<file path="config.mk">
export PLATFORM = sky130hd
export DESIGN_NAME = escaped_path_decoder
export DESIGN_NICKNAME = d
export VERILOG_FILES = /design/src/rtl/epd_pkg.sv /design/src/rtl/epd_front.sv /design/src/rtl/epd_queue.sv /design/src/rtl/epd_back.sv /design/src/rtl/escaped_path_decoder.sv
export SDC_FILE = /design/constraint.sdc
export NUM_CORES = 1
export LEC_CHECK = 0
export ABC_AREA = 0
export BUFFER_PORTS_ARGS = -buffer_cell sky130_fd_sc_hd__clkbuf_2
export CAP_MARGIN = 25
export CORE_MARGIN = 10
export CORE_UTILIZATION = 35
export DETAILED_ROUTE_END_ITERATION = 8
export HOLD_SLACK_MARGIN = 0.12
export PLACE_DENSITY_LB_ADDON = 0.12
export SYNTH_ARGS = -nofsm -noshare
export SYNTH_HDL_FRONTEND = slang
export SYNTH_HIERARCHICAL = 1
export SYNTH_SLANG_ARGS = --single-unit
</file>
<file path="constraint.sdc">
create_clock -name clock -period 2.9 [get_ports clock]
set_clock_uncertainty 0.2 [all_clocks]
set_input_delay 0.29 -clock clock [delete_from_list [all_inputs] [get_ports clock]]
set_output_delay 0.29 -clock clock [all_outputs]
set_load 0.02 [all_outputs]
</file>
<file path="src/rtl/epd_pkg.sv">
// Shared types, character codes and helpers for the escaped path decoder.
`default_nettype none
package epd_pkg;

   // queue between front and back
   localparam int QUEUE_DEPTH = 4;
   localparam int QPTR_W      = $clog2(QUEUE_DEPTH);
   localparam int QCNT_W      = $clog2(QUEUE_DEPTH + 1);

   // character codes
   localparam logic [7:0] CH_ZERO   = 8'h30;
   localparam logic [7:0] CH_SEVEN  = 8'h37;
   localparam logic [7:0] CH_BSLASH = 8'h5C;
   localparam logic [7:0] CH_SPACE  = 8'h20;
   localparam logic [7:0] CH_TAB    = 8'h09;
   localparam logic [7:0] CH_LF     = 8'h0A;
   localparam logic [7:0] CH_VT     = 8'h0B;
   localparam logic [7:0] CH_FF     = 8'h0C;
   localparam logic [7:0] CH_CR     = 8'h0D;
   localparam logic [7:0] CH_BS     = 8'h08;
   localparam logic [7:0] CH_N      = 8'h6E;
   localparam logic [7:0] CH_R      = 8'h72;
   localparam logic [7:0] CH_T      = 8'h74;
   localparam logic [7:0] CH_B      = 8'h62;
   localparam logic [7:0] CH_F      = 8'h66;
   localparam logic [7:0] CH_V      = 8'h76;
   localparam logic [7:0] CH_NUL    = 8'h00;

   localparam logic [1:0] OCT_MAX_DIGITS = 2'd3;

   typedef enum logic [1:0] {
      MODE_PLAIN = 2'd0,
      MODE_ESC   = 2'd1,
      MODE_OCT   = 2'd2
   } mode_type;

   typedef struct packed {
      logic [7:0] out_byte;
      logic       is_end;
   } result_type;

   // one queue entry: the one or two results caused by one input word
   typedef struct packed {
      logic       two;
      result_type r0;
      result_type r1;
   } entry_type;

   typedef struct packed {
      logic not_empty;
      logic full;
   } qstat_type;

   typedef struct packed {
      logic       emit;
      result_type res;
      logic       to_esc;
   } plain_type;

   function automatic logic is_white(input logic [7:0] c);
      is_white = (c == CH_SPACE) || (c == CH_TAB) || (c == CH_LF) ||
                 (c == CH_VT) || (c == CH_FF) || (c == CH_CR);
   endfunction

   function automatic logic is_octal(input logic [7:0] c);
      is_octal = (c >= CH_ZERO) && (c <= CH_SEVEN);
   endfunction

   // handling of a character outside any escape
   function automatic plain_type plain_char(input logic [7:0] c, input logic at_end);
      plain_type p;
      p.emit         = 1'b0;
      p.res.out_byte = CH_NUL;
      p.res.is_end   = 1'b0;
      p.to_esc       = 1'b0;
      if (at_end || is_white(c)) begin
         p.emit       = 1'b1;
         p.res.is_end = 1'b1;
      end else if (c == CH_BSLASH) begin
         p.to_esc = 1'b1;
      end else begin
         p.emit         = 1'b1;
         p.res.out_byte = c;
      end
      plain_char = p;
   endfunction

endpackage
`default_nettype wire

</file>
<file path="src/rtl/epd_front.sv">
// Front: accepts input words, tracks escape state, builds queue entries.
`default_nettype none
module epd_front (
   input  wire logic               clock,
   input  wire logic               reset,
   input  wire logic               accept,
   input  wire logic [7:0]         in_byte,
   input  wire logic               at_end,
   output logic                    push,
   output epd_pkg::entry_type      entry
);

   epd_pkg::mode_type mode_ff, mode_in;
   logic [8:0]        oval_ff, oval_in;
   logic [1:0]        odig_ff, odig_in;

   logic [2:0]        digit;
   logic              oct_c;
   logic [8:0]        oval_next;
   logic [1:0]        odig_next;
   logic              oct_take;
   epd_pkg::plain_type pc;

   assign digit     = in_byte[2:0];
   assign oct_c     = epd_pkg::is_octal(in_byte);
   assign oval_next = {oval_ff[5:0], 3'b000} + {6'b0, digit};
   assign odig_next = odig_ff + 2'd1;
   assign oct_take  = !at_end && oct_c && (odig_ff < epd_pkg::OCT_MAX_DIGITS);
   assign pc        = epd_pkg::plain_char(in_byte, at_end);

   // next state
   always_comb begin
      mode_in = mode_ff;
      oval_in = oval_ff;
      odig_in = odig_ff;
      unique case (mode_ff)
         epd_pkg::MODE_ESC: begin
            mode_in = epd_pkg::MODE_PLAIN;
            if (!at_end && oct_c &&
                !(in_byte == epd_pkg::CH_BSLASH || in_byte == epd_pkg::CH_SPACE)) begin
               mode_in = epd_pkg::MODE_OCT;
               oval_in = {6'b0, digit};
               odig_in = 2'd1;
            end
         end
         epd_pkg::MODE_OCT: begin
            if (oct_take && odig_next < epd_pkg::OCT_MAX_DIGITS) begin
               oval_in = oval_next;
               odig_in = odig_next;
            end else begin
               oval_in = 9'd0;
               odig_in = 2'd0;
               mode_in = (!oct_take && pc.to_esc) ? epd_pkg::MODE_ESC
                                                  : epd_pkg::MODE_PLAIN;
            end
         end
         default: begin
            mode_in = pc.to_esc ? epd_pkg::MODE_ESC : epd_pkg::MODE_PLAIN;
         end
      endcase
   end

   // results
   always_comb begin
      push              = 1'b0;
      entry.two         = 1'b0;
      entry.r0.out_byte = epd_pkg::CH_NUL;
      entry.r0.is_end   = 1'b0;
      entry.r1.out_byte = epd_pkg::CH_NUL;
      entry.r1.is_end   = 1'b0;
      unique case (mode_ff)
         epd_pkg::MODE_ESC: begin
            push = 1'b1;
            if (at_end) begin
               entry.two = 1'b1;
               entry.r1  = pc.res;
            end else if (in_byte == epd_pkg::CH_BSLASH || in_byte == epd_pkg::CH_SPACE) begin
               entry.r0.out_byte = in_byte;
            end else if (in_byte == epd_pkg::CH_N) begin
               entry.r0.out_byte = epd_pkg::CH_LF;
            end else if (in_byte == epd_pkg::CH_R) begin
               entry.r0.out_byte = epd_pkg::CH_CR;
            end else if (in_byte == epd_pkg::CH_T) begin
               entry.r0.out_byte = epd_pkg::CH_TAB;
            end else if (in_byte == epd_pkg::CH_B) begin
               entry.r0.out_byte = epd_pkg::CH_BS;
            end else if (in_byte == epd_pkg::CH_F) begin
               entry.r0.out_byte = epd_pkg::CH_FF;
            end else if (in_byte == epd_pkg::CH_V) begin
               entry.r0.out_byte = epd_pkg::CH_VT;
            end else if (oct_c) begin
               push = 1'b0;
            end else begin
               // unknown escape: zero byte, then the char as plain text
               entry.two = pc.emit;
               entry.r1  = pc.res;
            end
         end
         epd_pkg::MODE_OCT: begin
            if (oct_take) begin
               push              = (odig_next >= epd_pkg::OCT_MAX_DIGITS);
               entry.r0.out_byte = oval_next[7:0];
            end else begin
               push              = 1'b1;
               entry.r0.out_byte = oval_ff[7:0];
               entry.two         = pc.emit;
               entry.r1          = pc.res;
            end
         end
         default: begin
            push     = pc.emit;
            entry.r0 = pc.res;
         end
      endcase
   end

   always_ff @(posedge clock) begin
      if (reset) begin
         mode_ff <= epd_pkg::MODE_PLAIN;
         oval_ff <= 9'd0;
         odig_ff <= 2'd0;
      end else if (accept) begin
         mode_ff <= mode_in;
         oval_ff <= oval_in;
         odig_ff <= odig_in;
      end
   end

endmodule
`default_nettype wire

</file>
<file path="src/rtl/epd_queue.sv">
// Short entry queue between the decode front and the output back.
`default_nettype none
module epd_queue (
   input  wire logic               clock,
   input  wire logic               reset,
   input  wire logic               push,
   input  wire epd_pkg::entry_type wr_entry,
   input  wire logic               pop,
   output epd_pkg::entry_type      head,
   output epd_pkg::qstat_type      stat
);

   epd_pkg::entry_type                mem_ff [epd_pkg::QUEUE_DEPTH];
   logic [epd_pkg::QPTR_W-1:0]        wptr_ff, wptr_in;
   logic [epd_pkg::QPTR_W-1:0]        rptr_ff, rptr_in;
   logic [epd_pkg::QCNT_W-1:0]        cnt_ff, cnt_in;

   assign stat.not_empty = (cnt_ff != '0);
   assign stat.full      = (cnt_ff == epd_pkg::QCNT_W'(epd_pkg::QUEUE_DEPTH));
   assign head           = mem_ff[rptr_ff];

   always_comb begin
      wptr_in = push ? wptr_ff + 1'b1 : wptr_ff;
      rptr_in = pop  ? rptr_ff + 1'b1 : rptr_ff;
      cnt_in  = cnt_ff;
      if (push && !pop) begin
         cnt_in = cnt_ff + 1'b1;
      end else if (pop && !push) begin
         cnt_in = cnt_ff - 1'b1;
      end
   end

   always_ff @(posedge clock) begin
      if (push) begin
         mem_ff[wptr_ff] <= wr_entry;
      end
   end

   always_ff @(posedge clock) begin
      if (reset) begin
         wptr_ff <= '0;
         rptr_ff <= '0;
         cnt_ff  <= '0;
      end else begin
         wptr_ff <= wptr_in;
         rptr_ff <= rptr_in;
         cnt_ff  <= cnt_in;
      end
   end

endmodule
`default_nettype wire

</file>
<file path="src/rtl/epd_back.sv">
// Back: walks the results of the head entry out onto the result channel.
`default_nettype none
module epd_back (
   input  wire logic               clock,
   input  wire logic               reset,
   input  wire epd_pkg::entry_type head,
   input  wire epd_pkg::qstat_type stat,
   input  wire logic               out_ready,
   output logic                    out_valid,
   output epd_pkg::result_type     out_res,
   output logic                    out_last,
   output logic                    pop
);

   logic sel_ff, sel_in;
   logic fire;

   assign out_valid = stat.not_empty;
   assign out_res   = sel_ff ? head.r1 : head.r0;
   assign out_last  = sel_ff || !head.two;
   assign fire      = out_valid && out_ready;
   assign pop       = fire && out_last;

   always_comb begin
      sel_in = sel_ff;
      if (fire) begin
         sel_in = !out_last;
      end
   end

   always_ff @(posedge clock) begin
      if (reset) begin
         sel_ff <= 1'b0;
      end else begin
         sel_ff <= sel_in;
      end
   end

endmodule
`default_nettype wire

</file>
<file path="src/rtl/escaped_path_decoder.sv">
// Top level of the escaped path decoder.
//
// Input channel req_*: one word per raw character of backslash-escaped
// text, or an end-of-input mark (req_tuser high, req_tdata ignored).
// Result channel rsp_*: decoded path bytes; rsp_tuser high marks the end
// of a path (data zero then), rsp_tlast marks the final result of the
// input word that caused it. One input word gives zero, one or two results.
//
// A result is registered in the queue when its input word is taken and
// is offered on rsp_* from the queue head. Throughput: one input word per
// cycle; a word that gives two results holds the result side for both,
// the front keeps taking words until the four-entry queue between decode
// and output fills. Words giving no result (backslash, leading octal
// digits) reach no queue entry.
//
// Reset (synchronous, active high) returns the escape state to plain text
// and empties the queue. When the receiver stalls, the head result holds
// and req_tready falls once the queue is full.
`default_nettype none
module escaped_path_decoder (
   input  wire logic       clock,
   input  wire logic       reset,
   input  wire logic       req_tvalid,
   output logic            req_tready,
   input  wire logic [7:0] req_tdata,   // [7:0] in_byte
   input  wire logic       req_tuser,   // [0] at_end
   output logic            rsp_tvalid,
   input  wire logic       rsp_tready,
   output logic [7:0]      rsp_tdata,   // [7:0] out_byte
   output logic            rsp_tuser,   // [0] is_end
   output logic            rsp_tlast
);

   epd_pkg::entry_type  fe_entry;
   epd_pkg::entry_type  q_head;
   epd_pkg::qstat_type  q_stat;
   epd_pkg::result_type be_res;
   logic                fe_push;
   logic                req_accept;
   logic                be_pop;

   // front only stalls on a full queue
   assign req_tready = !q_stat.full;
   assign req_accept = req_tvalid && req_tready;

   epd_front u_front (
      .clock   (clock),
      .reset   (reset),
      .accept  (req_accept),
      .in_byte (req_tdata),
      .at_end  (req_tuser),
      .push    (fe_push),
      .entry   (fe_entry)
   );

   epd_queue u_queue (
      .clock    (clock),
      .reset    (reset),
      .push     (fe_push && req_accept),
      .wr_entry (fe_entry),
      .pop      (be_pop),
      .head     (q_head),
      .stat     (q_stat)
   );

   epd_back u_back (
      .clock     (clock),
      .reset     (reset),
      .head      (q_head),
      .stat      (q_stat),
      .out_ready (rsp_tready),
      .out_valid (rsp_tvalid),
      .out_res   (be_res),
      .out_last  (rsp_tlast),
      .pop       (be_pop)
   );

   assign rsp_tdata = be_res.out_byte;
   assign rsp_tuser = be_res.is_end;

endmodule
`default_nettype wire

</file>
# Word-level counts from Yosys, hierarchy flattened

Memory sizes are Yosys's and may differ from the RTL's. A register that Yosys moved wholly into a read port is not among the register bits.
Cells that the tools add are included.

Register bits after elaboration: 20
Bits in writable memories: 76
Input port bits: 13
Output and inout port bits: 12
Word-level logic and storage cells: 139
Memories kept: 1

Memory list:

| name           | words | width | read ports | clocked after Yosys merged registers in | wr ports | line            | source |
|---|---|---|---|---|---|---|---|
| u_queue.mem_ff | 4     | 19    | 1          | 1                                       | 1        | epd_queue.sv:13 | `epd_pkg::entry_type mem_ff [epd_pkg::QUEUE_DEPTH];` |

Add/subtract/negate cells: 6
Magnitude comparators: 5
Eq/ne operators: 18
Mux-type cells: 68
Reductions and logical operators: 34

Operators with widths:

| kind                                                           | count |
|---|---|
| two-way mux 9 bit                                              | 12 |
| two-way mux 8 bit                                              | 11 |
| equality test 8 x 7 -> 1 bit, second input constant            | 7 |
| equality test 8 x 4 -> 1 bit, second input constant            | 5 |
| one-hot mux 8 bit (2 select lines)                             | 2 |
| two-way mux 1 bit                                              | 29 |
| one-hot mux 9 bit (2 select lines)                             | 1 |
| logical AND 1 bit                                              | 12 |
| two-way mux 2 bit                                              | 6 |
| adder 8 x 3 -> 8 bit                                           | 1 |
| equality test 8 x 6 -> 1 bit, second input constant            | 1 |
| >= comparator 8 x 6 -> 1 bit, second input constant            | 1 |
| less-or-equal comparator 8 x 6 -> 1 bit, second input constant | 1 |
| zero test 1 bit                                                | 8 |
| logical OR 1 bit                                               | 8 |
| one-hot mux 2 bit (2 select lines)                             | 2 |
| adder 2 x 1 -> 2 bit, second input constant                    | 3 |
| two-way mux 3 bit                                              | 2 |
| less-than comparator 2 bit, second input constant              | 2 |
| two-way mux 4 bit                                              | 1 |
| one-hot mux 1 bit (2 select lines)                             | 2 |
| nonzero test 2 bit                                             | 2 |
| adder 3 x 1 -> 3 bit, second input constant                    | 1 |
| equality test 3 bit, second input constant                     | 1 |
| other kinds (10)                                               | 10 |

# Logic depth before layout (Yosys ltp)

Gate-level depths: netlist of run 1.

Depth in word-level cells: 18
Gate-level depth with buffers: 13
Gate-level depth less buffers: 13

# Hierarchy

The synthesis of run 1 kept the hierarchy.

By module, submodules not included:

| module               | instances | cells each | area each (um2) | seq. area each (um2) |
|---|---|---|---|---|
| epd_queue            | 1         | 143        | 3215.6          | 2462.4 |
| epd_front            | 1         | 154        | 1241.2          | 240.2 |
| epd_back             | 1         | 17         | 176.4           | 20.0 |
| escaped_path_decoder | 1         | 3          | 18.8            | 0.0 |

# Worst setup path before layout of run 1

Ideal clock, no wire load.

Path type: reg-to-reg
From: register u_front.mode_ff[0]
To: register u_queue/cnt_ff[2] (netlist name)
Library setup time: 0.070 ns
Arrival time: 2.735 ns
Data required time: 2.630 ns
Setup slack: -0.105 ns
Cell stages (with the launch flop): 13
Path buffers: 1
Period minus slack after synthesis: 3.005 ns
Cell sequence: dfxtp_1 inv_1 ha_1 clkbuf_1 a221oi_1 a31oi_1 and3b_1 ha_1 inv_1 fa_1 xor2_1 or3_1 a21oi_1

Longest elaborated chain between the ends: 6
Elaborated cells on any way between the ends: 9
Those cells by class: eq/ne (2); mux (2); reduce/logical (5)

Ends and longest elaborated chain:

| element                                                                    | line                       | source |
|---|---|---|
| start: declaration                                                         | epd_front.sv:13            | `epd_pkg::mode_type mode_ff, mode_in;` |
| start signal: assignment                                                   | epd_front.sv:119           | `mode_ff <= epd_pkg::MODE_PLAIN;` |
| start signal: assignment                                                   | epd_front.sv:123           | `mode_ff <= mode_in;` |
| equality test 2 bit / equality test 2 x 1 -> 1 bit (equally long branches) | epd_front.sv:71            | `unique case (mode_ff)` |
| one-hot mux 1 bit (2 select lines) (*)                                     | epd_front.sv:71            |  |
| net fe_push                                                                | escaped_path_decoder.sv:38 | `logic fe_push;` |
| logical AND 1 bit (*)                                                      | escaped_path_decoder.sv:59 | `.push (fe_push && req_accept),` |
| zero test 1 bit                                                            | epd_queue.sv:28            | `end else if (pop && !push) begin` |
| logical AND 1 bit                                                          | epd_queue.sv:28            |  |
| nonzero test 2 bit (no line)                                               | n/a                        |  |
| end signal: assignment                                                     | epd_queue.sv:47            | `cnt_ff <= cnt_in;` |
| end: declaration                                                           | epd_queue.sv:16            | `logic [epd_pkg::QCNT_W-1:0] cnt_ff, cnt_in;` |

The timed path passes the listed nets; every way through them passes the cells marked *.
A chain may end at the register's enable or synchronous reset.

# Worst setup path after layout of run 1

From: register u_front.odig_ff[0]
To: register u_queue/cnt_ff[2] (netlist name)

Longest elaborated chain between the ends: 8
Elaborated cells on any way between the ends: 12
Those cells by class: add/sub (1); order compare (2); mux (3); reduce/logical (6)

Ends and longest elaborated chain:

| element                                                                   | line                              | source |
|---|---|---|
| start: declaration                                                        | epd_front.sv:15                   | `logic [1:0] odig_ff, odig_in;` |
| start signal: assignment                                                  | epd_front.sv:125                  | `odig_ff <= odig_in;` |
| adder 2 x 1 -> 2 bit / less-than comparator 2 bit (equally long branches) | epd_front.sv:27, epd_front.sv:28  |  |
| >= comparator 2 bit / logical AND 1 bit (equally long branches)           | epd_front.sv:101, epd_front.sv:28 |  |
| two-way mux 1 bit (*)                                                     | epd_front.sv:100                  | `if (oct_take) begin` |
| one-hot mux 1 bit (2 select lines) (*)                                    | epd_front.sv:71                   |  |
| net fe_push                                                               | escaped_path_decoder.sv:38        |  |
| logical AND 1 bit (*)                                                     | escaped_path_decoder.sv:59        |  |
| zero test 1 bit                                                           | epd_queue.sv:28                   |  |
| logical AND 1 bit                                                         | epd_queue.sv:28                   |  |
| nonzero test 2 bit (no line)                                              | n/a                               |  |

Marked as above.

==> flow_summary.toml, run 1 <==
[run_status]
status = "completed"

[timing]
setup_viol = 0
slew_violations = 0
worst_slack_ps = 177
max_slew.worst_pin.slew_ps = 665
fmax_ghz = 0.367
rsz0062_at_grt = "no"
final_hold_viol_count = 0
tns_ps = 0
fin_crit_ps = 2720
maxSlewHeadroom_pct = 55.4
fin_crit_sh_pct = 93.9

[pwr]
power_frac_comb_pct = 24.3
p_clk_share_pct = 30.8
leakagePower_nw = 1.98
swShare_pct = 28.3
p_int_mw = 2.76
p_per_area_nw_per_um2 = 721
netSwitchingPower_mw = 1.09
finalPower_mw = 3.85
ir_worst_vdd_mv = 0.280
pwr-share-seq_pct = 44.9

[route]
drt_wl_total_um = 9960
wl_per_cell_um = 18.5
antenna_left = 0
via_count = 2708
drc = 0
first_pass_iters = 4
viasPerCell = 5.02
drt_iter0_drc = 140

[floorplanning]
dieArea_um2 = 18300
die_w_um = 135
start_util_pct = 35.4
die_height_um = 135
rows = 42
ios = 25
placeableCoreArea_um2 = 13100

[flow_run]
drv_cap = 0

[setup_path]
path_depth = 13
crit_type = "reg -> reg"
cp_max_fo = 3
rrSetupSlack_ps = 180
path_delay_family = "adder cells"
r2r_cells = 13
critPathLaunch = "u_front/odig_ff[0]$_SDFFE_PP0P_"
cp-start-kind = "flop"
r2r-end = "u_queue/cnt_ff[2]$_SDFFE_PP0P_"
arrival_ps = 2790
max_stage_delay_ps = 420
crit_path_end = "u_queue/cnt_ff[2]$_SDFFE_PP0P_"
cp-end-kind = "flop"
path_buf_inv = 2
crit_chain = "inv_1 > ha_1 > nor2_1 > nand3_1 > a221oi_2 > a31oi_1 > and3b_2 > ha_1 > inv_1 > fa_1 > xor2_1 > or3_1 > a21oi_1"
required_ps = 2970
crit_slowest_cell = "fa_1"
reg2reg_from = "u_front/odig_ff[0]$_SDFFE_PP0P_"

[grt]
antenna_found_initial = 0
grt_pass1_vias = 2832
track_usage_pct = 11.5
grt_overflow_total = 0
grt_max_degree = 20
grt_pass1_wl_um = 16000

[logic_synthesis]
yosysUniqueCellTypes = 64
avgSynthCellArea_um2 = 14.7
synth_cells = 317
synth.top_cells.by_area = "edfxtp_1, dfxtp_1, mux4_1"
synth_area_um2 = 4650
yosysWarningCount = 6
synthesis.nets = 340
synth.top_cell.area_share_pct = 49.1
ys_seq_elements = 98
synth.largest_area_cell = "edfxtp_1"
synth_ff_type = "edfxtp_1"
synth-seq-area-share_pct = 58.5
synthArstFlopShare_pct = 0
synth-edff-count = 76

[finish]
final_util_pct = 40.7
nets = 382
diodes = 0
multiInputGateArea_um2 = 1780
design_area_um2 = 5340
fillerInstances = 1273
syn_to_final_growth_pct = 14.8
regArea_um2 = 2730
drive_above_1_share_pct = 27.5

[cts]
max-clock-path-buffers = 2
ctsRootBufferMaster = "clkbuf_16"
htree_levels = 3
cts_tree = "done"
cts_buffers = 9
clk_latency_ps = 340
cts.clk_slew.worst_paths_ps = 70
cts_sinks = 98

[hold_path]
min-delay-path-class = "in -> reg"

[placement]
place_ws_ps = 23.8
dpl-instance-area_um2 = 5030
io_buffers = 24
place_hpwl_um = 6870
gp_congestion = 0.860
cells in the mapped netlist (2+ instances only):
master / instances
a211oi_1: 2
a21oi_1: 8
a22o_1: 6
and3_1: 2
buf_2: 4
mux4_1: 9
a21o_1: 2
nor2b_1: 3
mux2i_1: 6
and3b_1: 2
mux4_2: 10
and2_1: 6
nand3_1: 4
inv_1: 10
nand2b_1: 6
a32o_1: 2
dfxtp_1: 22
nand2_1: 20
a31oi_1: 2
xor2_1: 4
nor2_1: 28
or3_1: 4
o21ai_0: 3
o211a_1: 2
nand4_1: 2
edfxtp_1: 76
nor3_2: 2
ha_1: 9
o21a_1: 2
a22oi_1: 5
buf_6: 4
clkbuf_1: 4
xnor2_1: 3
mux2_2: 11
nor3b_1: 3
through the flow:
| step | cells | hold WS, ps |
|---|---|---|
| after CTS | 539 | 169 |
| after global placement | 523 | 264 |
| after detailed placement | 523 | 265 |
| after global routing | 539 | 202 |
| final | 539 | 183 |
| after floorplan | 317 | 159 |
what timing repair did:
item	CTS	global route
setup buffers	0	0
hold buffers	1	0
endpoints found under the setup margin	0	1
gates resized for setup	0	4
hold endpoints to repair	1	0
power groups by stage:
stage               clock [mW]  combinational [mW]  sequential, mW
detailed placement           0               0.963            1.76
global placement             0               0.962            1.76
global route              1.28                1.05            1.74
finish                    1.19               0.938            1.73
CTS                       1.23               0.968            1.73
floorplan                    0               0.739            1.74
flip-flops by register name, summed over array words and instances, names as in the netlist, named ones only:
name             count
u_queue/cnt_ff       3
u_front/oval_ff      8
u_queue/rptr_ff      2
u_front/mode_ff      2
u_front/odig_ff      2
u_queue/mem_ff      76
u_queue/wptr_ff      2
u_back/sel_ff        1
worst min-delay path: stages:
cell and delay [ps]:
clkbuf_2 100, buf_4 140, a22oi_1 80, nor2_1 80
worst min path at each step:
stage	from	to	slack, ps	cells after the start
6_report	req_tdata[0]	u_front/oval_ff[0]$_SDFFE_PP0P_	180	4
5_1_grt	req_tdata[2]	u_front/oval_ff[2]$_SDFFE_PP0P_	200	4
2_1_floorplan	reset	u_back/sel_ff$_SDFFE_PP0P_	160	1
4_1_cts	req_tdata[0]	u_front/oval_ff[0]$_SDFFE_PP0P_	170	4
3_3_place_gp	u_front/oval_ff[5]$_SDFFE_PP0P_	u_front/oval_ff[5]$_SDFFE_PP0P_	260	1
3_5_place_dp	u_front/oval_ff[6]$_SDFFE_PP0P_	u_front/oval_ff[6]$_SDFFE_PP0P_	260	1
layer usage:
metal	routed length [µm]	GRT usage (%)	share of wire, %
met5	0	0	0
met4	159	4.13	1.6
met3	402	3.30	4.0
met2	4610	17.9	46
met1	4790	14.9	48
cell families (layout without fill, tap and decap cells):
family | after synthesis | in the layout | synth area share (%)
simple gates | 92 | 92 | 11.4
buf+inv | 25 | 71 | 3.42
flops | 98 | 98 | 58.5
compound gates | 48 | 48 | 8.26
fa+ha+maj | 10 | 10 | 2.85
xor+xnor | 7 | 7 | 1.32
mux | 37 | 37 | 14.2
layout make-up:
type | count | area share (%)
Timing Repair Buffer | 46 | 5.39
Tap cell | 176 | 4.12
Sequential cell | 98 | 51.0
Clock buffer | 9 | 4.22
Multi-Input combinational cell | 194 | 33.3
Inverter | 10 | 0.703
Clock inverter | 6 | 1.24
layout by cell type, fill, tap and decap left out, types with 8 or more instances in the layout:
master,synthesis,routed
edfxtp_1,76,76
nor2_1,28,28
clkbuf_2,0,24
buf_4,1,21
nand2_1,20,20
dfxtp_1,22,19
mux2_2,11,11
inv_1,10,10
mux4_2,10,10
clkbuf_16,0,9
ha_1,9,9
mux4_1,9,9
a21oi_1,8,8
Power figures use the tool's default switching activity.
==> run 2, diff against run 1 <==
CORE_UTILIZATION = 30   (was 35)
==> run 2 against run 1 <==
Net effect: non-clock buffer count rose by 1; worst setup slack worse by 0.63 ps; clock-buffer cell count unchanged; maximum frequency is essentially flat; wire length increased by 4.3%; clock power hardly changed; final cell count rose by 2.2%; sequential share of layout area decreased by 0.18 points; first-iteration DRC count rose by 54%.
==> flow_summary.toml, run 2 (same netlist as run 1, synthesis figures left out) <==
[route]
drt_iter0_drc = 215
wl_per_cell_um = 18.9
via_count = 2747
antenna_left = 0
first_pass_iters = 4
drt_wl_total_um = 10400
drc = 0
viasPerCell = 4.99

[cts]
cts.clk_slew.worst_paths_ps = 70
cts_tree = "done"
htree_levels = 3
ctsRootBufferMaster = "clkbuf_16"
max-clock-path-buffers = 2
cts_buffers = 9
cts_sinks = 98
clk_latency_ps = 350

[pwr]
p_int_mw = 2.75
ir_worst_vdd_mv = 0.301
p_clk_share_pct = 30.2
power_frac_comb_pct = 24.8
swShare_pct = 28.2
p_per_area_nw_per_um2 = 717
netSwitchingPower_mw = 1.08
finalPower_mw = 3.84
leakagePower_nw = 1.98
pwr-share-seq_pct = 45.0

[floorplanning]
ios = 25
rows = 45
die_w_um = 145
start_util_pct = 30.6
die_height_um = 145
placeableCoreArea_um2 = 15200
dieArea_um2 = 20900

[setup_path]
required_ps = 2980
crit_slowest_cell = "dfxtp_1"
arrival_ps = 2810
crit_path_end = "u_queue/cnt_ff[2]$_SDFFE_PP0P_"
crit_type = "reg -> reg"
r2r-end = "u_queue/cnt_ff[2]$_SDFFE_PP0P_"
critPathLaunch = "u_front/odig_ff[0]$_SDFFE_PP0P_"
r2r_cells = 13
cp_max_fo = 3
cp-end-kind = "flop"
crit_chain = "inv_1 > ha_1 > nor2_1 > nand3_1 > a221oi_2 > a31oi_1 > and3b_2 > ha_1 > inv_1 > fa_1 > xor2_1 > or3_1 > a21oi_1"
reg2reg_from = "u_front/odig_ff[0]$_SDFFE_PP0P_"
rrSetupSlack_ps = 180
max_stage_delay_ps = 350
cp-start-kind = "flop"

[finish]
design_area_um2 = 5350
max_flop_register = "u_queue/mem_ff"
final_cell_mix = "edfxtp_1, nor2_1, clkbuf_2"
nets = 383
syn_to_final_growth_pct = 15.1
diodes = 0
drive_above_1_share_pct = 26.7
layout.cells.non_filler = 551
largestRegisters = "u_queue/mem_ff x76, u_front/oval_ff x8, u_queue/cnt_ff x3"
largest_register_ffs = 76
final_util_pct = 35.2
mostFrequentLayoutCell = "edfxtp_1"

[timing]
setup_viol = 0
max_slew.worst_pin.slew_ps = 712
worst_slack_ps = 177
slew_violations = 0
fmax_ghz = 0.367
tns_ps = 0
fin_crit_ps = 2720
fin_crit_sh_pct = 93.9
final_hold_viol_count = 0
fin_hold_ws_ps = 181
maxSlewHeadroom_pct = 52.3

[flow_run]
drv_cap = 0

[run_status]
status = "completed"

[grt]
antenna_found_initial = 0
grt_overflow_total = 0
grt_pass1_vias = 2779
grt_pass1_wl_um = 16500
track_usage_pct = 10.8
grt_max_degree = 20

[placement]
place_hpwl_um = 7210
io_buffers = 24
dp_cells = 535
place_ws_ps = 66.2
gp_congestion = 0.823
dpl-instance-area_um2 = 5040

[hold_path]
min-delay-path-class = "in -> reg"
-- run 2: layout make-up --
cell class                      instances  area (µm²)
Fill cell                            1485        9850
Sequential cell                        98        2720
Multi-Input combinational cell        194        1780
Timing Repair Buffer                   47         298
Tap cell                              188         235
Clock buffer                            9         225
Clock inverter                          5        56.3
Inverter                               10        37.5
-- run 2: routing by layer --
metal	wire (µm)	vias to the layer above	share of wire, %	global-route usage, %
li1	-	1306	-	-
met1	4920	1388	47	14.2
met2	4840	39	47	16.1
met3	351	14	3.4	2.23
met4	280	0	2.7	5.74
met5	0	-	0	0
-- run 2: worst min path at each step --
stage          slack, ps  cells after the start                         endpoint                            start
6_report             180                      4  u_front/oval_ff[0]$_SDFFE_PP0P_                     req_tdata[0]
2_1_floorplan        160                      1       u_back/sel_ff$_SDFFE_PP0P_                            reset
5_1_grt              200                      4  u_front/oval_ff[0]$_SDFFE_PP0P_                     req_tdata[0]
4_1_cts              160                      4  u_front/oval_ff[0]$_SDFFE_PP0P_                     req_tdata[0]
3_5_place_dp         260                      1  u_front/oval_ff[6]$_SDFFE_PP0P_  u_front/oval_ff[6]$_SDFFE_PP0P_
3_3_place_gp         260                      2  u_front/mode_ff[1]$_SDFFE_PP0P_  u_front/mode_ff[1]$_SDFFE_PP0P_
-- run 2: power groups by stage --
stage / Combinational (mW) / Sequential, mW / Clock [mW]
6_report: 0.951 / 1.73 / 1.16
5_1_grt: 1.05 / 1.74 / 1.27
4_1_cts: 0.984 / 1.73 / 1.20
3_5_place_dp: 0.978 / 1.76 / 0
3_3_place_gp: 0.975 / 1.76 / 0
2_1_floorplan: 0.739 / 1.74 / 0
-- run 2: worst max-delay path: cells and delay by family (launching register included) --
family / cells / cell delay, ps
compound gates: 3 / 470
xor+xnor: 1 / 80
fa+ha+maj: 3 / 590
flops: 1 / 350
buf+inv: 2 / 150
simple gates: 4 / 820
-- run 2: repair_timing --
item / in CTS / in global routing
buffers inserted: 0 / 0
hold buffers: 2 / 0
endpoints found under the setup margin: 0 / 1
resized for setup: 0 / 1
hold endpoints to repair: 4 / 0
==> run 3, diff against run 2 <==
CORE_UTILIZATION = 46   (was 30)
==> run 3 against run 2 <==
Net effect: maximum frequency fell by 2.1%; power shrank 8.6%; largest cell class unchanged; sequential share of layout area is 1.4 points higher; largest power group unchanged; highest routed layer unchanged; clock-buffer cell count is the same; core utilization rose by 18 points.
==> flow_summary.toml, run 3 (same netlist as run 1, synthesis figures left out) <==
[finish]
syn_to_final_growth_pct = 12.1
mostFrequentLayoutCell = "edfxtp_1"
diodes = 0
largest_register_ffs = 76
final_util_pct = 53.1
max_flop_register = "u_queue/mem_ff"
drive_above_1_share_pct = 29.4
final_cell_mix = "edfxtp_1, nor2_1, clkbuf_2"
largestRegisters = "u_queue/mem_ff x76, u_front/oval_ff x8, u_queue/cnt_ff x3"
design_area_um2 = 5220
nets = 382

[route]
drc = 0
antenna_left = 0
drt_wl_total_um = 9490
drt_iter0_drc = 189
first_pass_iters = 5
dr_wl_met3_um = 454
routed.top_layer = "met4"
via_count = 2754
wl_met1_um = 4580
viasPerCell = 5.54
wl_per_cell_um = 19.1
wl_met2_um = 4360

[floorplanning]
start_util_pct = 47.4
die_w_um = 121
dieArea_um2 = 14500
ios = 25
die_height_um = 121
placeableCoreArea_um2 = 9820
rows = 36

[grt]
grt_overflow_total = 0
grt_pass1_vias = 2811
track_usage_pct = 13.7
grt_pass1_wl_um = 15600
grt_max_degree = 20
antenna_found_initial = 0

[hold_path]
min_path_cells = 2
worstHoldStart = "reset"
min-delay-path-class = "in -> reg"
hold-path-endpoint = "u_queue/cnt_ff[2]$_SDFFE_PP0P_"

[setup_path]
reg2reg_from = "u_front/odig_ff[0]$_SDFFE_PP0P_"
max_stage_delay_ps = 520
required_ps = 2990
r2r-end = "u_queue/cnt_ff[2]$_SDFFE_PP0P_"
path_delay_family = "simple AND/OR/NAND/NOR gates"
path_buf_inv = 3
cp-end-kind = "flop"
arrival_ps = 2880
cp_max_fo = 5
r2r_cells = 13
crit_type = "in -> reg"
crit_chain = "dlygate4sd3_1 > buf_4 > nor2_1 > and2_4 > a31oi_1 > and3b_2 > ha_2 > inv_1 > fa_1 > xor2_1 > or3_1 > a21oi_2"
cp-start-kind = "primary input"
crit_slowest_cell = "dlygate4sd3_1"
rrSetupSlack_ps = 160

[timing]
fin_crit_ps = 2780
fmax_ghz = 0.359
max_slew.worst_pin.slew_ps = 675
maxSlewHeadroom_pct = 54.8
fin_hold_ws_ps = 162
worst_slack_ps = 118
fin_crit_sh_pct = 95.9
slew_violations = 0
setup_viol = 0
final_hold_viol_count = 0

[placement]
io_buffers = 24
place_hpwl_um = 6470
dpl-instance-area_um2 = 4970
place_ws_ps = 107
gp_congestion = 0.880

[flow_run]
drv_cap = 0

[cts]
cts.clk_slew.worst_paths_ps = 100
max-clock-path-buffers = 2
cts_buffers = 9
cts_sinks = 98
ctsRootBufferMaster = "clkbuf_8"
htree_levels = 3
post-cts-setup-buffer-count = 0
clk_latency_ps = 360
cts_tree = "done"

[run_status]
status = "completed"

[pwr]
leakagePower_nw = 1.94
p_per_area_nw_per_um2 = 673
ir_worst_vdd_mv = 0.412
## run 3: metal layers
metal / GRT usage [%] / up-vias
li1: - / 1309
met1: 19.4 / 1372
met2: 20.4 / 65
met3: 3.26 / 8
met4: 3.85 / 0
met5: 0 / -
## run 3: where the power goes
| group | leakage [nW] | switching [mW] | internal [mW] |
|---|---|---|---|
| sequential | 0.902 | 0.0554 | 1.67 |
| combinational | 0.942 | 0.521 | 0.429 |
| clock | 0.0948 | 0.505 | 0.328 |
| total | 1.94 | 1.08 | 2.43 |
## run 3: how the worst max path moves through the flow
stage / from / endpoint / slack (ps) / cells after the start
floorplan: u_front/mode_ff[0]$_SDFFE_PP0P_ / u_queue/cnt_ff[2]$_SDFFE_PP0P_ / 30 / 12
global placement: req_tdata[7] / u_queue/cnt_ff[2]$_SDFFE_PP0P_ / 160 / 12
detailed placement: req_tdata[7] / u_queue/cnt_ff[2]$_SDFFE_PP0P_ / 110 / 12
CTS: req_tdata[0] / u_queue/cnt_ff[2]$_SDFFE_PP0P_ / 60 / 12
global route: u_front/odig_ff[0]$_SDFFE_PP0P_ / u_queue/cnt_ff[2]$_SDFFE_PP0P_ / -20 / 13
finish: req_tdata[0] / u_queue/cnt_ff[2]$_SDFFE_PP0P_ / 120 / 12
## run 3: final cells by class
cell class / count / area [µm²]
fillers: 892 / 4600
multi-input cells: 194 / 1810
well taps: 133 / 166
repair buffers: 46 / 293
clock buffers: 9 / 124
inverters: 10 / 37.5
clock inverters: 7 / 61.3
flip-flops and latches: 98 / 2730
## run 3: metrics by stage
step / setup TNS [ps] / power (mW) / cells
floorplan: 0 / 2.48 / 317
global placement: 0 / 2.69 / 479
detailed placement: 0 / 2.72 / 479
CTS: 0 / 3.55 / 497
global route: -23.0 / 3.71 / 497
finish: 0 / 3.51 / 497
## run 3: repair_timing
item                       in CTS  in global routing
gates resized for setup         0                 14
setup endpoints to repair       0                  2
hold endpoints to repair        2                  0
hold buffers                    2                  0
## run 3: worst reg2reg max path, delay by kind of cell, from the launching register on
kind            cells  cell delay [ps]
compound gates      3              360
fa+ha+maj           3              790
flops               1              340
xor+xnor            1              180
simple gates        4              690
buf+inv             2              130
